$ cat src/cau_pkg.sv
`timescale 1ns / 1ps
// ----------------------------------------------------------------------------
// cau_pkg
// Shared types for the complex arithmetic unit: command codes and the
// control word that travels down the pipeline next to the data.
// ----------------------------------------------------------------------------
package cau_pkg;

	typedef enum logic [2:0] {
		CMD_ADD = 3'd0,
		CMD_SUB = 3'd1,
		CMD_MUL = 3'd2,
		CMD_DIV = 3'd3,
		CMD_INC = 3'd4,
		CMD_DEC = 3'd5,
		CMD_CMP = 3'd6
	} cau_cmd_t;

	// per-item control; neg/ovf describe the magnitude lanes for mul and div
	typedef struct packed {
		logic     valid;
		cau_cmd_t cmd;
		logic     eq;
		logic     sat;
		logic     dz;
		logic     neg_re;
		logic     neg_im;
		logic     ovf_re;
		logic     ovf_im;
	} cau_ctl_t;

endpackage

$ cat src/cau_div_step.sv
`timescale 1ns / 1ps
// ----------------------------------------------------------------------------
// cau_div_step
// One registered restoring-division stage: one quotient bit for each of the
// real and imaginary lanes against the shared |b|^2.
// ----------------------------------------------------------------------------
module cau_div_step import cau_pkg::*; #(
	parameter int DATA_WIDTH = 32
) (
	input  logic                          clk,
	input  logic                          arst_n,
	input  logic                          en,
	input  cau_ctl_t                      ctl_in,
	input  logic signed [DATA_WIDTH-1:0]  pass_re_in,
	input  logic signed [DATA_WIDTH-1:0]  pass_im_in,
	input  logic [2*DATA_WIDTH-1:0]       rem_re_in,
	input  logic [2*DATA_WIDTH-1:0]       rem_im_in,
	input  logic [DATA_WIDTH-1:0]         nlo_re_in,
	input  logic [DATA_WIDTH-1:0]         nlo_im_in,
	input  logic [DATA_WIDTH-1:0]         q_re_in,
	input  logic [DATA_WIDTH-1:0]         q_im_in,
	input  logic [2*DATA_WIDTH-1:0]       den_in,
	output cau_ctl_t                      ctl_out,
	output logic signed [DATA_WIDTH-1:0]  pass_re_out,
	output logic signed [DATA_WIDTH-1:0]  pass_im_out,
	output logic [2*DATA_WIDTH-1:0]       rem_re_out,
	output logic [2*DATA_WIDTH-1:0]       rem_im_out,
	output logic [DATA_WIDTH-1:0]         nlo_re_out,
	output logic [DATA_WIDTH-1:0]         nlo_im_out,
	output logic [DATA_WIDTH-1:0]         q_re_out,
	output logic [DATA_WIDTH-1:0]         q_im_out,
	output logic [2*DATA_WIDTH-1:0]       den_out
);

	localparam int W = DATA_WIDTH;

	logic [2*W-1:0] t_re, t_im;
	logic take_re, take_im;

	assign t_re    = {rem_re_in[2*W-2:0], nlo_re_in[W-1]};
	assign t_im    = {rem_im_in[2*W-2:0], nlo_im_in[W-1]};
	assign take_re = t_re >= den_in;
	assign take_im = t_im >= den_in;

	always_ff @(posedge clk or negedge arst_n) begin
		if (!arst_n)
			ctl_out <= '0;
		else if (en)
			ctl_out <= ctl_in;
	end

	always_ff @(posedge clk) begin
		if (en) begin
			pass_re_out <= pass_re_in;
			pass_im_out <= pass_im_in;
			rem_re_out  <= take_re ? t_re - den_in : t_re;
			rem_im_out  <= take_im ? t_im - den_in : t_im;
			nlo_re_out  <= {nlo_re_in[W-2:0], 1'b0};
			nlo_im_out  <= {nlo_im_in[W-2:0], 1'b0};
			q_re_out    <= {q_re_in[W-2:0], take_re};
			q_im_out    <= {q_im_in[W-2:0], take_im};
			den_out     <= den_in;
		end
	end

endmodule

$ cat config.mk
export PLATFORM = sky130hd
export DESIGN_NAME = cau_div_step
export DESIGN_NICKNAME = d
export VERILOG_FILES = /design/src/cau_pkg.sv /design/src/cau_div_step.sv
export SDC_FILE = /design/constraint.sdc
export NUM_CORES = 1
export LEC_CHECK = 0
export BUFFER_PORTS_ARGS = -buffer_cell sky130_fd_sc_hd__buf_4
export CAP_MARGIN = 40
export CORE_AREA = 2 2 307 309
export DETAILED_ROUTE_END_ITERATION = 10
export DIE_AREA = 0 0 309 311
export GPL_TIMING_DRIVEN = 0
export PLACE_DENSITY = 0.48
export SLEW_MARGIN = 20
export SYNTH_ARGS = -nofsm -noshare
export SYNTH_HDL_FRONTEND = slang
export SYNTH_SLANG_ARGS = --single-unit
export TNS_END_PERCENT = 10
$ cat constraint.sdc
create_clock -name clk -period 1.1 [get_ports clk]
set_input_delay 0.165 -clock clk [delete_from_list [all_inputs] [get_ports clk]]
set_output_delay 0.165 -clock clk [all_outputs]
set_load 0.03 [all_outputs]
# --- Yosys cells after proc, flatten, opt, wreduce, memory -nomap -nowiden ---
# Cells that the tools add are included.
totals:
  wordCells: 24
  inputBits: 398
  output_inout_bits: 395
  ff_bits: 393
op_classes:
  muxes: 2
  order_cmp: 2
  addsub: 2
ops:
  columns: ["op", "count"]
  rows:
  - ["$ge 64x64->1", 2]
  - ["$mux 64", 2]
  - ["$sub 64x64->64", 2]

# --- Depth between registers and ports, before layout ---
logic_depth:
  depth_word: 2
  mapped_depth: 15
  ltp_nobuf: 13

# --- Worst setup path after synthesis ---
# OpenSTA, ideal clock, no wires.
synth_path:
  kind: "input -> register"
  from: "input den_in[2]"
  to: "register rem_re_out[21], data pin"
  setup_ns: 0.262
  required_ns: 0.838
  setup_slack_ns: -1.917
  arrival_ns: 2.755
  n_path_buf: 2
  path_stages: 13
  path_cell_list: "inv_1 ha_1 nor2b_1 o31a_1 o21ai_2 o211ai_1 o21ai_2 nand2_2 a311o_1 a211oi_2 buf_4 buf_6 mux2_1"
synth_via:
  elab_chain_cells: 2
  word_cells_on_any_way: 3
  classes_between: "1 x add/sub; 1 x order compare; 1 x mux"
synth_rtl:
  columns: ["element", "line", "source"]
  rows:
  - ["start: declaration", "cau_div_step.sv:22", "input logic [2*DATA_WIDTH-1:0] den_in,"]
  - ["$sub 64x64->64 or $ge 64x64->1 (tied branches)", "cau_div_step.sv:56, cau_div_step.sv:42", null]
  - ["$mux 64 *", "cau_div_step.sv:56", "rem_re_out <= take_re ? t_re - den_in : t_re;"]
  - ["end signal: assignment", "cau_div_step.sv:56", null]
  - ["end: declaration", "cau_div_step.sv:26", "output logic [2*DATA_WIDTH-1:0] rem_re_out,"]
# Mark *: on every way between the ends. The rest lies on a longest branch, timed or not.
# A chain may end at the register's enable or synchronous reset.

# --- Worst setup path after layout ---
layout_path:
  from: "input den_in[12]"
  to: "register rem_im_out[5], data pin"
layout_via:
  elab_chain_cells: 2
layout_rtl:
  columns: ["element", "line", "source"]
  rows:
  - ["$ge 64x64->1", "cau_div_step.sv:43", "assign take_im = t_im >= den_in;"]
  - ["$mux 64", "cau_div_step.sv:57", "rem_im_out <= take_im ? t_im - den_in : t_im;"]
  - ["end signal: assignment", "cau_div_step.sv:57", null]
  - ["end: declaration", "cau_div_step.sv:27", "output logic [2*DATA_WIDTH-1:0] rem_im_out,"]
# Every way passes these cells.

==> impl_metrics.ini <==
[clock_network]
clockRootBuffer = clkbuf_16
cts_buffer_depth = 3
clk_pin_slew_ps = 60
cts_tree = done
cts_num_sinks = 393
clkLatencyLatePin_ps = 620
numCtsBuffers = 49
htreeDepth = 2

[global_routing]
grt_pass1_wl_microns = 143000
overflow = 0
grt_max_degree = 96
grt_pass1_vias = 21000
track_usage_pct = 20.3
antenna_found_initial = 16

[power]
ir_drop_mv = 1.00
comb_power_share_pct = 34.0
sw_frac_of_total_pct = 34.0
power_density_nw_per_um2 = 1410
p_clk_share_pct = 30.1
p_sw_w = 0.0177
leakage_nw = 15.2
p_total_w = 0.0521
p_int_w = 0.0344
power_frac_seq_pct = 35.9

[place]
portBuffers = 786
gp_congestion = 0.905
dp_cells = 3988
dp_hpwl_microns = 79200
dp_slack_ps = -3150

[outcome]
outcome = complete, but fails checks
violations = negative setup slack

[final_layout]
drive_above_1_share_pct = 38.0
nNetsFinal = 3753
final_cells = 4528
fillCellCount = 9176
utilization_pct = 39.9
syn_to_final_growth_pct = 73.3
ff_latch_area_sq_um = 11700
multi_input_area_sq_um = 10400

[logic_synthesis]
ys_warn_count = 0
syn-cell-area_sq_um = 21400
synth-async-reset-ratio_pct = 2.80
synth-edff-count = 382
ys.flop_type = edfxtp_1
ys_ff_latch = 393
syn-instance-count = 1942
synth.avg_cell_area_sq_um = 11.0
synth_cell_types = 74
ys_seq_area_share_pct = 54.9

[timing]
slew_headroom_pct = 49.9
clock_skew_ps = 0
finalMaxSlewViolations = 0
fin_crit_sh_pct = 245
setup_slack_ps = -1590
fmax_ghz = 0.371
worstMarginPinSlew_ps = 751
finalHoldViolations = 0
rsz0062_at_grt = true
finalSetupViolations = 703
fin_crit_ps = 2690

[worst_setup_path]
reg2reg_depth = 1
arrival_ps = 3060
critPathMaxFanout = 7
worst-setup-path-type = in2reg
cp-start-kind = primary input
crit_required_ps = 1470
critPathCaptureType = flop

[flow_run]
drv_cap = 0

[die]
die_area_sq_um = 96100
die_h_microns = 311
initial_core_util_pct = 23.0
core_sq_um = 92800
pin_count = 793
die_width_microns = 309
rows = 112

[routing]
drc = 0
wl_per_cell_microns = 22.6
wl_met3_microns = 5900
wirelength_microns = 102000
drtAntennaViolNets = 0
wl_met2_microns = 53700
drt_first_iter_violations = 1200
met1_length_microns = 38300
avgViaCountPerCell = 4.58
vias = 20700
top_layer = met5
firstDrtPassIters = 5

[worst_hold_path]
holdPathStages = 3
min_path_type = in2reg
==> sequential cells by signal (all words and copies together), names as in the netlist <==
signal       cells
ctl_out         11
den_out         64
nlo_im_out      31
nlo_re_out      31
pass_im_out     32
pass_re_out     32
q_im_out        32
q_re_out        32
rem_im_out      64
rem_re_out      64
==> synth_stat cells (5+ instances only) <==
master | n | area, sq um
xnor2_1 | 70 | 613
clkbuf_1 | 51 | 191
mux2_2 | 22 | 248
a21boi_0 | 9 | 67.6
o211ai_1 | 13 | 97.6
o21a_1 | 24 | 180
ha_1 | 128 | 1600
o21ai_0 | 143 | 716
dfrtp_1 | 11 | 275
nand2b_1 | 16 | 100
nor3_1 | 13 | 65.1
inv_1 | 108 | 405
edfxtp_1 | 382 | 11500
nand4_1 | 53 | 332
nand3_1 | 21 | 105
buf_2 | 25 | 125
nand2_1 | 171 | 642
nor2b_1 | 13 | 81.3
a21oi_1 | 218 | 1090
a31oi_1 | 20 | 125
a21o_1 | 59 | 443
a211oi_1 | 6 | 45.0
o21bai_1 | 33 | 248
or3_1 | 13 | 81.3
nor2_1 | 140 | 526
and3_1 | 12 | 75.1
o21ai_1 | 5 | 25.0
nor4_1 | 11 | 68.8
o31ai_1 | 15 | 113
xor2_1 | 45 | 394
==> repair_timing <==
item / CTS / global route
pin swaps: 40 / 39
endpoints found under the hold margin: 399 / 0
gates resized for setup: 295 / 182
buffers inserted: 48 / 28
hold buffers: 391 / 0
endpoints found under the setup margin: 705 / 713
cloned: 2 / 2
==> stage by stage <==
stage	instance area [sq um]	setup TNS (ps)	hold WS (ps)
after floorplan	21500	-207530	-131
after global placement	29000	-1718760	9.87
after detailed placement	29100	-583580	9.94
after CTS	36100	-332370	2.70
after global routing	37000	-361020	9.91
final	37100	-321240	35.6
==> kinds of logic after synthesis <==
group / synth area share (%)
XOR/XNOR: 4.71
AO/OA/AOI/OAI: 17.0
other: 0.0175
AND/OR/NAND/NOR: 10.4
multiplexers: 1.57
buffers and inverters: 3.64
adder cells (fa/ha/maj): 7.68
flip-flops: 54.9
==> cell usage in the layout, fill, tap and decap left out, types with 13 or more instances in the layout <==
| cell type | count |
|---|---|
| buf_4 | 844 |
| dlygate4sd3_1 | 391 |
| edfxtp_1 | 382 |
| a21oi_1 | 184 |
| nand2_1 | 162 |
| nor2_1 | 133 |
| inv_1 | 84 |
| o21ai_0 | 71 |
| ha_1 | 70 |
| xnor2_1 | 69 |
| a21o_1 | 59 |
| clkbuf_16 | 55 |
| nand4_1 | 53 |
| o21ai_1 | 46 |
| ha_4 | 45 |
| xor2_1 | 44 |
| o21bai_1 | 32 |
| clkbuf_1 | 28 |
| o21ai_2 | 27 |
| o21a_1 | 24 |
| a21oi_2 | 23 |
| buf_6 | 19 |
| a31oi_1 | 18 |
| buf_12 | 18 |
| mux2_2 | 17 |
| nand2b_1 | 16 |
| nand3_1 | 14 |
| clkinvlp_4 | 13 |
| o211ai_1 | 13 |
| or3_1 | 13 |
| ha_2 | 13 |
==> area by class of cell <==
type,instances,area share [%]
flip-flops and latches,393,31.7
repair buffers,1261,29.1
multi-input cells,1359,28.2
well taps,1254,4.23
clock buffers,60,3.48
plain buffers,52,1.43
inverters,109,1.26
clock inverters,29,0.591
diodes,11,0.0743
==> worst paths after layout <==
kind | startpoint | to | slack [ps]
setup / recovery | den_in[12] | rem_im_out[5] | -1590
hold / removal | rem_im_in[62] | rem_im_out[63] | 40
setup reg to reg | ctl_out[6] | ctl_out[6] | 340
hold reg to reg | ctl_out[5] | ctl_out[5] | 510
max in group asynchronous | arst_n | ctl_out[9] | 130
min in group asynchronous | arst_n | ctl_out[0] | 610
==> power by group through the flow <==
stage,clock network [W],logic [W],registers [W]
detailed placement,0,0.0144,0.0190
floorplan,0,0.00497,0.0221
global placement,0,0.0144,0.0191
CTS,0.0161,0.0169,0.0187
global route,0.0167,0.0188,0.0189
finish,0.0157,0.0177,0.0187
==> per-layer routing <==
metal  vias to the layer above  track usage [%]
met5                         -                0
met3                       171             3.50
li1                       9834                -
met4                         8             8.35
met2                       663             37.7
met1                     10100             22.4
==> critical path, cell delays in order <==
cell and delay (ps):
buf_8 70, clkinvlp_4 160, ha_4 340, and2_4 140, buf_6 120, nand4_1 110
a211oi_2 320, o21ai_2 150, a21boi_4 250, nor2_4 80, o211a_1 230, o211ai_1 230
buf_6 200, buf_12 150, mux2_4 310
No activity file was read; power rests on OpenSTA's default activity.
