--- src/cau_pkg.sv ---
`timescale 1ns / 1ps
// ----------------------------------------------------------------------------
// cau_pkg
// Shared types for the complex arithmetic unit: command codes and the
// control word that travels down the pipeline next to the data.
// ----------------------------------------------------------------------------
package cau_pkg;

	typedef enum logic [2:0] {
		CMD_ADD = 3'd0,
		CMD_SUB = 3'd1,
		CMD_MUL = 3'd2,
		CMD_DIV = 3'd3,
		CMD_INC = 3'd4,
		CMD_DEC = 3'd5,
		CMD_CMP = 3'd6
	} cau_cmd_t;

	// per-item control; neg/ovf describe the magnitude lanes for mul and div
	typedef struct packed {
		logic     valid;
		cau_cmd_t cmd;
		logic     eq;
		logic     sat;
		logic     dz;
		logic     neg_re;
		logic     neg_im;
		logic     ovf_re;
		logic     ovf_im;
	} cau_ctl_t;

endpackage

--- src/cau_prep.sv ---
`timescale 1ns / 1ps
// ----------------------------------------------------------------------------
// cau_prep
// Stage 3: sign/magnitude split. Mul magnitude is truncated here; div gets
// its starting remainder, low numerator bits, overflow and zero checks.
// ----------------------------------------------------------------------------
module cau_prep import cau_pkg::*; #(
	parameter int DATA_WIDTH = 32,
	parameter int FRAC_BITS  = 16
) (
	input  logic                          clk,
	input  logic                          arst_n,
	input  logic                          en,
	input  cau_ctl_t                      ctl_s2,
	input  logic signed [DATA_WIDTH-1:0]  pass_re_s2,
	input  logic signed [DATA_WIDTH-1:0]  pass_im_s2,
	input  logic signed [2*DATA_WIDTH:0]  x_re_s2,
	input  logic signed [2*DATA_WIDTH:0]  x_im_s2,
	input  logic [2*DATA_WIDTH-1:0]       den_s2,
	output cau_ctl_t                      ctl_s3,
	output logic signed [DATA_WIDTH-1:0]  pass_re_s3,
	output logic signed [DATA_WIDTH-1:0]  pass_im_s3,
	output logic [2*DATA_WIDTH-1:0]       rem_re_s3,
	output logic [2*DATA_WIDTH-1:0]       rem_im_s3,
	output logic [DATA_WIDTH-1:0]         nlo_re_s3,
	output logic [DATA_WIDTH-1:0]         nlo_im_s3,
	output logic [2*DATA_WIDTH-1:0]       den_s3
);

	localparam int W = DATA_WIDTH;
	localparam int F = FRAC_BITS;

	logic [2*W:0] mag_re, mag_im, sh_re, sh_im;
	logic [2*W-1:0] r0_re, r0_im;
	cau_ctl_t ctl_d;
	logic signed [W-1:0] pass_re_d, pass_im_d;

	assign mag_re = x_re_s2[2*W] ? $unsigned(-x_re_s2) : $unsigned(x_re_s2);
	assign mag_im = x_im_s2[2*W] ? $unsigned(-x_im_s2) : $unsigned(x_im_s2);
	assign sh_re  = mag_re >> F;
	assign sh_im  = mag_im >> F;
	// quotient bits start at 2^(W-1); remainder holds numerator >> W
	assign r0_re  = mag_re[2*W-1:0] >> (W-F);
	assign r0_im  = mag_im[2*W-1:0] >> (W-F);

	always_comb begin
		ctl_d     = ctl_s2;
		pass_re_d = pass_re_s2;
		pass_im_d = pass_im_s2;
		case (ctl_s2.cmd)
			CMD_MUL: begin
				ctl_d.neg_re = x_re_s2[2*W];
				ctl_d.neg_im = x_im_s2[2*W];
				ctl_d.ovf_re = |sh_re[2*W:W];
				ctl_d.ovf_im = |sh_im[2*W:W];
				pass_re_d    = sh_re[W-1:0];
				pass_im_d    = sh_im[W-1:0];
			end
			CMD_DIV: begin
				ctl_d.neg_re = x_re_s2[2*W];
				ctl_d.neg_im = x_im_s2[2*W];
				// quotient reaches 2^W exactly when starting remainder >= divisor
				ctl_d.ovf_re = r0_re >= den_s2;
				ctl_d.ovf_im = r0_im >= den_s2;
				ctl_d.dz     = den_s2 == '0;
			end
			default: begin
			end
		endcase
	end

	always_ff @(posedge clk or negedge arst_n) begin
		if (!arst_n)
			ctl_s3 <= '0;
		else if (en)
			ctl_s3 <= ctl_d;
	end

	always_ff @(posedge clk) begin
		if (en) begin
			pass_re_s3 <= pass_re_d;
			pass_im_s3 <= pass_im_d;
			rem_re_s3  <= r0_re;
			rem_im_s3  <= r0_im;
			nlo_re_s3  <= {mag_re[W-F-1:0], {F{1'b0}}};
			nlo_im_s3  <= {mag_im[W-F-1:0], {F{1'b0}}};
			den_s3     <= den_s2;
		end
	end

endmodule

--- config.mk ---
export PLATFORM = sky130hd
export DESIGN_NAME = cau_prep
export DESIGN_NICKNAME = d
export VERILOG_FILES = /design/src/cau_pkg.sv /design/src/cau_prep.sv
export SDC_FILE = /design/constraint.sdc
export NUM_CORES = 1
export LEC_CHECK = 0
export BUFFER_PORTS_ARGS = -buffer_cell sky130_fd_sc_hd__buf_2
export CORE_MARGIN = 5
export CORE_UTILIZATION = 25
export CTS_BUF_LIST = sky130_fd_sc_hd__clkbuf_2
export DETAILED_ROUTE_END_ITERATION = 10
export GPL_TIMING_DRIVEN = 0
export PLACE_DENSITY = 0.44
export SLEW_MARGIN = 5
export SYNTH_ARGS = -nofsm -noshare
export SYNTH_HDL_FRONTEND = slang
export SYNTH_SLANG_ARGS = --single-unit
export TNS_END_PERCENT = 5
--- constraint.sdc ---
create_clock -name clk -period 0.85 [get_ports clk]
set_input_delay 0.1275 -clock clk [delete_from_list [all_inputs] [get_ports clk]]
set_output_delay 0.1275 -clock clk [all_outputs]
set_load 0.01 [all_outputs]
# Word-level counts from Yosys, hierarchy flattened
# Cells that the tools add are included.
[totals]
register_bits = 267
in_bits = 272
[classes]
add_sub_neg = 2
n_lt_le_gt_ge = 2
eq_ne = 2
muxes = 6
reduce_logical = 3
[ops]
columns = ["cell", "count"]
rows = [
  ["2-to-1 mux 65 bit", 2],
  ["negation 65 bit", 2],
  [">= comparator 48 x 64 -> 1 bit", 2],
  ["logical NOT 64 bit", 1],
  ["2-to-1 mux 32 bit", 2],
  ["OR reduction 17 bit", 2],
  ["case mux 4 bit (2 select lines)", 1],
  ["== test 3 x 2 -> 1 bit, second input constant", 2],
  ["2-to-1 mux 1 bit", 1],
]

# Logic depth before layout (Yosys ltp)
[logic_depth]
depth_word = 4
ltp_mapped = 19
mapped_depth_nobuf = 18

# Worst setup path after synthesis
# No wires, ideal clock.
[synth_path]
kind = "input port to flip-flop"
from = "input x_im_s2[5]"
to = "register ctl_s3[0] (netlist bit)"
t_arrival_ns = 4.298
required_time_ns = 0.723
slack_ns = -3.576
path_stages = 17
path_buffers = 1
path_cell_list = "or4_1 buf_2 nor4_1 or2b_1 or3_1 and2_1 xor2_1 ha_1 a21o_1 a211o_1 a2111oi_0 o21ai_0 a221o_1 a2111oi_0 o31ai_1 a41oi_1 o22ai_1"
[synth_via]
elab_chain_cells = 4
word_cells_on_any_way = 5
[synth_lines]
columns = ["item", "line", "rtl"]
rows = [
  ["from (decl)", "cau_prep.sv:18", "input logic signed [2*DATA_WIDTH:0] x_im_s2,"],
  ["negation 65 bit", "cau_prep.sv:39", "assign mag_im = x_im_s2[2*W] ? $unsigned(-x_im_s2) : $unsigned(x_im_s2);"],
  ["2-to-1 mux 65 bit", "cau_prep.sv:39", ""],
  ["named net mag_im[25]", "cau_prep.sv:33", "logic [2*W:0] mag_re, mag_im, sh_re, sh_im;"],
  [">= comparator 48 x 64 -> 1 bit", "cau_prep.sv:64", "ctl_d.ovf_im = r0_im >= den_s2;"],
  ["case mux 4 bit (2 select lines)", "cau_prep.sv:50", "case (ctl_s2.cmd)"],
  ["to (signal assigned)", "cau_prep.sv:76", "ctl_s3 <= ctl_d;"],
  ["to (decl)", "cau_prep.sv:20", "output cau_ctl_t ctl_s3,"],
]
# The timed path passes the listed nets, and every way through them passes these cells.
# A chain may end at the register's enable or synchronous reset.

# Final worst setup path
[layout_path]
from = "input x_re_s2[8]"
to = "register ctl_s3[1] (netlist bit)"
[layout_via]
elab_chain_cells = 4
word_cells_on_any_way = 5
[layout_lines]
columns = ["item", "line", "rtl"]
rows = [
  ["from (decl)", "cau_prep.sv:17", "input logic signed [2*DATA_WIDTH:0] x_re_s2,"],
  ["negation 65 bit (*)", "cau_prep.sv:38", "assign mag_re = x_re_s2[2*W] ? $unsigned(-x_re_s2) : $unsigned(x_re_s2);"],
  ["2-to-1 mux 65 bit (*)", "cau_prep.sv:38", ""],
  ["named net mag_re[49]", "cau_prep.sv:33", ""],
  [">= comparator 48 x 64 -> 1 bit or OR reduction 17 bit (tied branches)", "cau_prep.sv:63, cau_prep.sv:54", ""],
  ["case mux 4 bit (2 select lines) (*)", "cau_prep.sv:50", ""],
]
# The timed path passes the listed nets; every way through them passes the cells marked *.

==> results.ini <==
[status]
outcome=finished with violations
violations=negative hold slack, negative setup slack

[cells_and_area]
fin_nets=2680
final_cell_mix=buf_2 (515), dlygate4sd3_1 (292), edfxtp_1 (256)
multi_input_area_sq_um=7940
area_growth_pct=70.6
utilization_pct=43.2
mostFrequentLayoutCell=buf_2
fillers=5634
layout-drive-gt1-share_pct=45.4
register_area_sq_um=7960

[grt]
grt_max_degree=104
antenna_found_initial=15
overflow=0
grt_use_total_pct=21.2
grt_pass1_vias=15100
grt_pass1_wl_mm=98.8

[routing]
drc=0
num_vias=14300
drtIter0Drc=676
viasPerCell=4.56
postRouteAntennaNets=0
wirelength_mm=71.0
wl_per_cell_um=22.6
drt_first_pass_iters=4

[job]
maxCapViolCount=0

[yosys]
ys_ff_latch=267
synth_edf_count=256
synth_ff_type=edfxtp_1
avgSynthCellArea_sq_um=11.6
async_flop_share_pct=4.12
syn_inst=1263
ys_seq_area_share_pct=54.4
yosysWarnings=0
netlist_area_sq_um=14600
ys_types=64

[critical_path]
worstPathArrival_ps=4510
cp-end-kind=register
timing.critical_path.mode_cell=buf_4
path_max_fanout=5
worst-path-buf-inv=3
path_depth=19
crit_slowest_cell=or4_4
path_delay_family=simple AND/OR/NAND/NOR gates
r2r_setup_slack_ps=-80
crit_type=in2reg
cp_slowest_stage_delay_ps=570
path_cells=buf_8, or4_4, nor4_4, nand3_2, nand3b_1, buf_4, o41ai_4, xnor2_2, ha_1, nand4_1, buf_4, nor4bb_4, nand2_2, a211oi_4, nor3_4, a211oi_2, o22ai_2, a2bb2o_2, a31oi_2
reg2reg_depth=2
cp.required_ps=1780
start_kind=primary input

[timing]
period_share_pct=421
timing.slew.headroom_pct=29.7
slew_viol_final=0
hold_ws_ps=-662
finClkSkew_ps=0
rsz0062_at_grt=true
finalHoldViolCount=321
worstMarginPinSlew_ps=1050
max_freq_mhz=279
finalCriticalPeriod_ps=3580
final.setup.worst_slack_ps=-2730
setup_viol_count_final=451

[die]
initial_core_util_pct=25.3
coreArea_sq_um=57800
fp.dieW_um=252
dieHeight_um=252
rows=88
dieArea_sq_um=63500
ios=603

[power]
p_seq_share_pct=44.1
p_per_area_nw_per_um2=1480
power_switching_share_pct=32.4
p_sw_mw=11.9
power_frac_clock_pct=29.2
comb_power_share_pct=26.7
total_power_mw=36.9
intPower_mw=25.0
leakagePower_nw=10.9
ir_drop_v=0.000826

[cts]
htreeDepth=3
cts_tree=built
clk_pin_slew_ps=90
cts_root_buf=clkbuf_2
cts_buffers=80
cts_sinks=267
clockBufferDepth=3
clk_latency_ps=1020

[placement]
numPortBuffers=537
routabilityCongestion=0.826
dpl.hpwl_mm=52.5

[hold_path]
whs_path_depth=1
hold_path.class=in2reg

-- routing by layer --
layer  vias to the layer above  wire, um  track usage [%]
met5                         -        75                0
li1                       6715         -                -
met1                      6842     27100             24.3
met4                        10      2300             7.61
met3                       127      5830             6.25
met2                       642     35700             37.5
-- registers in the layout, summed over array words and instances (netlist names) --
name	count
ctl_s3	11
den_s3	64
pass_im_s3	32
nlo_re_s3	16
nlo_im_s3	16
pass_re_s3	32
rem_re_s3	48
rem_im_s3	48
-- through the flow --
step | setup WS (ps) | hold slack [ps] | instances | cell area, sq um | setup TNS [ps]
after floorplan | -3340 | -168 | 1326 | 15100 | -228980
after global placement | -5420 | 39.1 | 2628 | 18700 | -1500410
after detailed placement | -4660 | 38.9 | 2630 | 18800 | -496170
after CTS | -2640 | -850 | 3104 | 23800 | -390790
after global routing | -2770 | -790 | 3137 | 25000 | -370410
final | -2730 | -662 | 3141 | 25000 | -339160
-- final cells by class --
class                           instances  area share (%)
Sequential cell                       267            31.9
Buffer                                 92            2.55
Timing Repair Buffer                  906            25.9
Antenna cell                            7          0.0701
Multi-Input combinational cell        905            31.8
Tap cell                              765            3.83
Clock inverter                         25           0.741
Inverter                               58           0.872
Clock buffer                          116            2.32
-- repair_timing --
item	CTS	global route
endpoints found under the setup margin	461	453
buffers inserted	44	27
gates resized for setup	193	203
hold endpoints to repair	534	451
pin swaps	48	60
hold buffers	291	13
-- path summary, 6_finish.rpt --
kind / to / start
min in group asynchronous: ctl_s3[4] / arst_n
worst max register to register: ctl_s3[1] / ctl_s3[1]
worst min register to register: ctl_s3[10] / ctl_s3[10]
worst max-delay path: ctl_s3[1] / x_re_s2[8]
max in group asynchronous: ctl_s3[6] / arst_n
worst min-delay path: nlo_re_s3[16] / x_re_s2[0]
-- synth_stat cells, drive strengths merged (2+ instances only) --
master / count / share of area (%)
o21a: 2 / 0.10
nand2b: 13 / 0.56
dfrtp: 11 / 1.9
a211o: 2 / 0.12
and4: 5 / 0.30
or3: 23 / 1.0
a41oi: 2 / 0.12
o41ai: 18 / 1.2
a211oi: 8 / 0.41
nand4: 17 / 0.73
o31ai: 36 / 1.9
edfxtp: 256 / 52
nor4bb: 2 / 0.14
clkbuf: 24 / 0.62
o22ai: 3 / 0.13
nor4: 31 / 1.4
ha: 98 / 8.4
or2: 6 / 0.26
o211ai: 2 / 0.10
xnor2: 115 / 6.9
a31oi: 3 / 0.13
inv: 58 / 1.5
a21o: 9 / 0.46
xor2: 9 / 0.54
mux2: 23 / 1.8
nand2: 54 / 1.4
a2111oi: 2 / 0.12
a21oi: 39 / 1.3
o21ai: 64 / 2.2
nor3: 20 / 0.68
nor2: 173 / 4.4
buf: 72 / 3.5
o32ai: 3 / 0.18
nor2b: 2 / 0.085
nor3b: 3 / 0.23
or4: 24 / 1.3
nand3b: 2 / 0.10
nand3: 13 / 0.48
-- power by group through the flow --
stage               registers (mW)  logic (mW)  clock network (mW)
floorplan                     17.2        2.90                   0
global placement              16.6        7.48                   0
detailed placement            16.6        7.61                   0
CTS                           16.3        9.37                11.4
global route                  16.4        10.7                12.1
finish                        16.3        9.86                10.8
-- kinds of logic after synthesis --
kind of cell	Yosys count	share of synthesized area, %
AND/OR/NAND/NOR	396	13.5
multiplexers	24	1.84
adder cells (fa/ha/maj)	98	8.37
other	1	0.0256
flip-flops	267	54.4
AO/OA/AOI/OAI	199	8.85
XOR/XNOR	124	7.42
buffers and inverters	154	5.60
(Power assumes the default switching activity.)
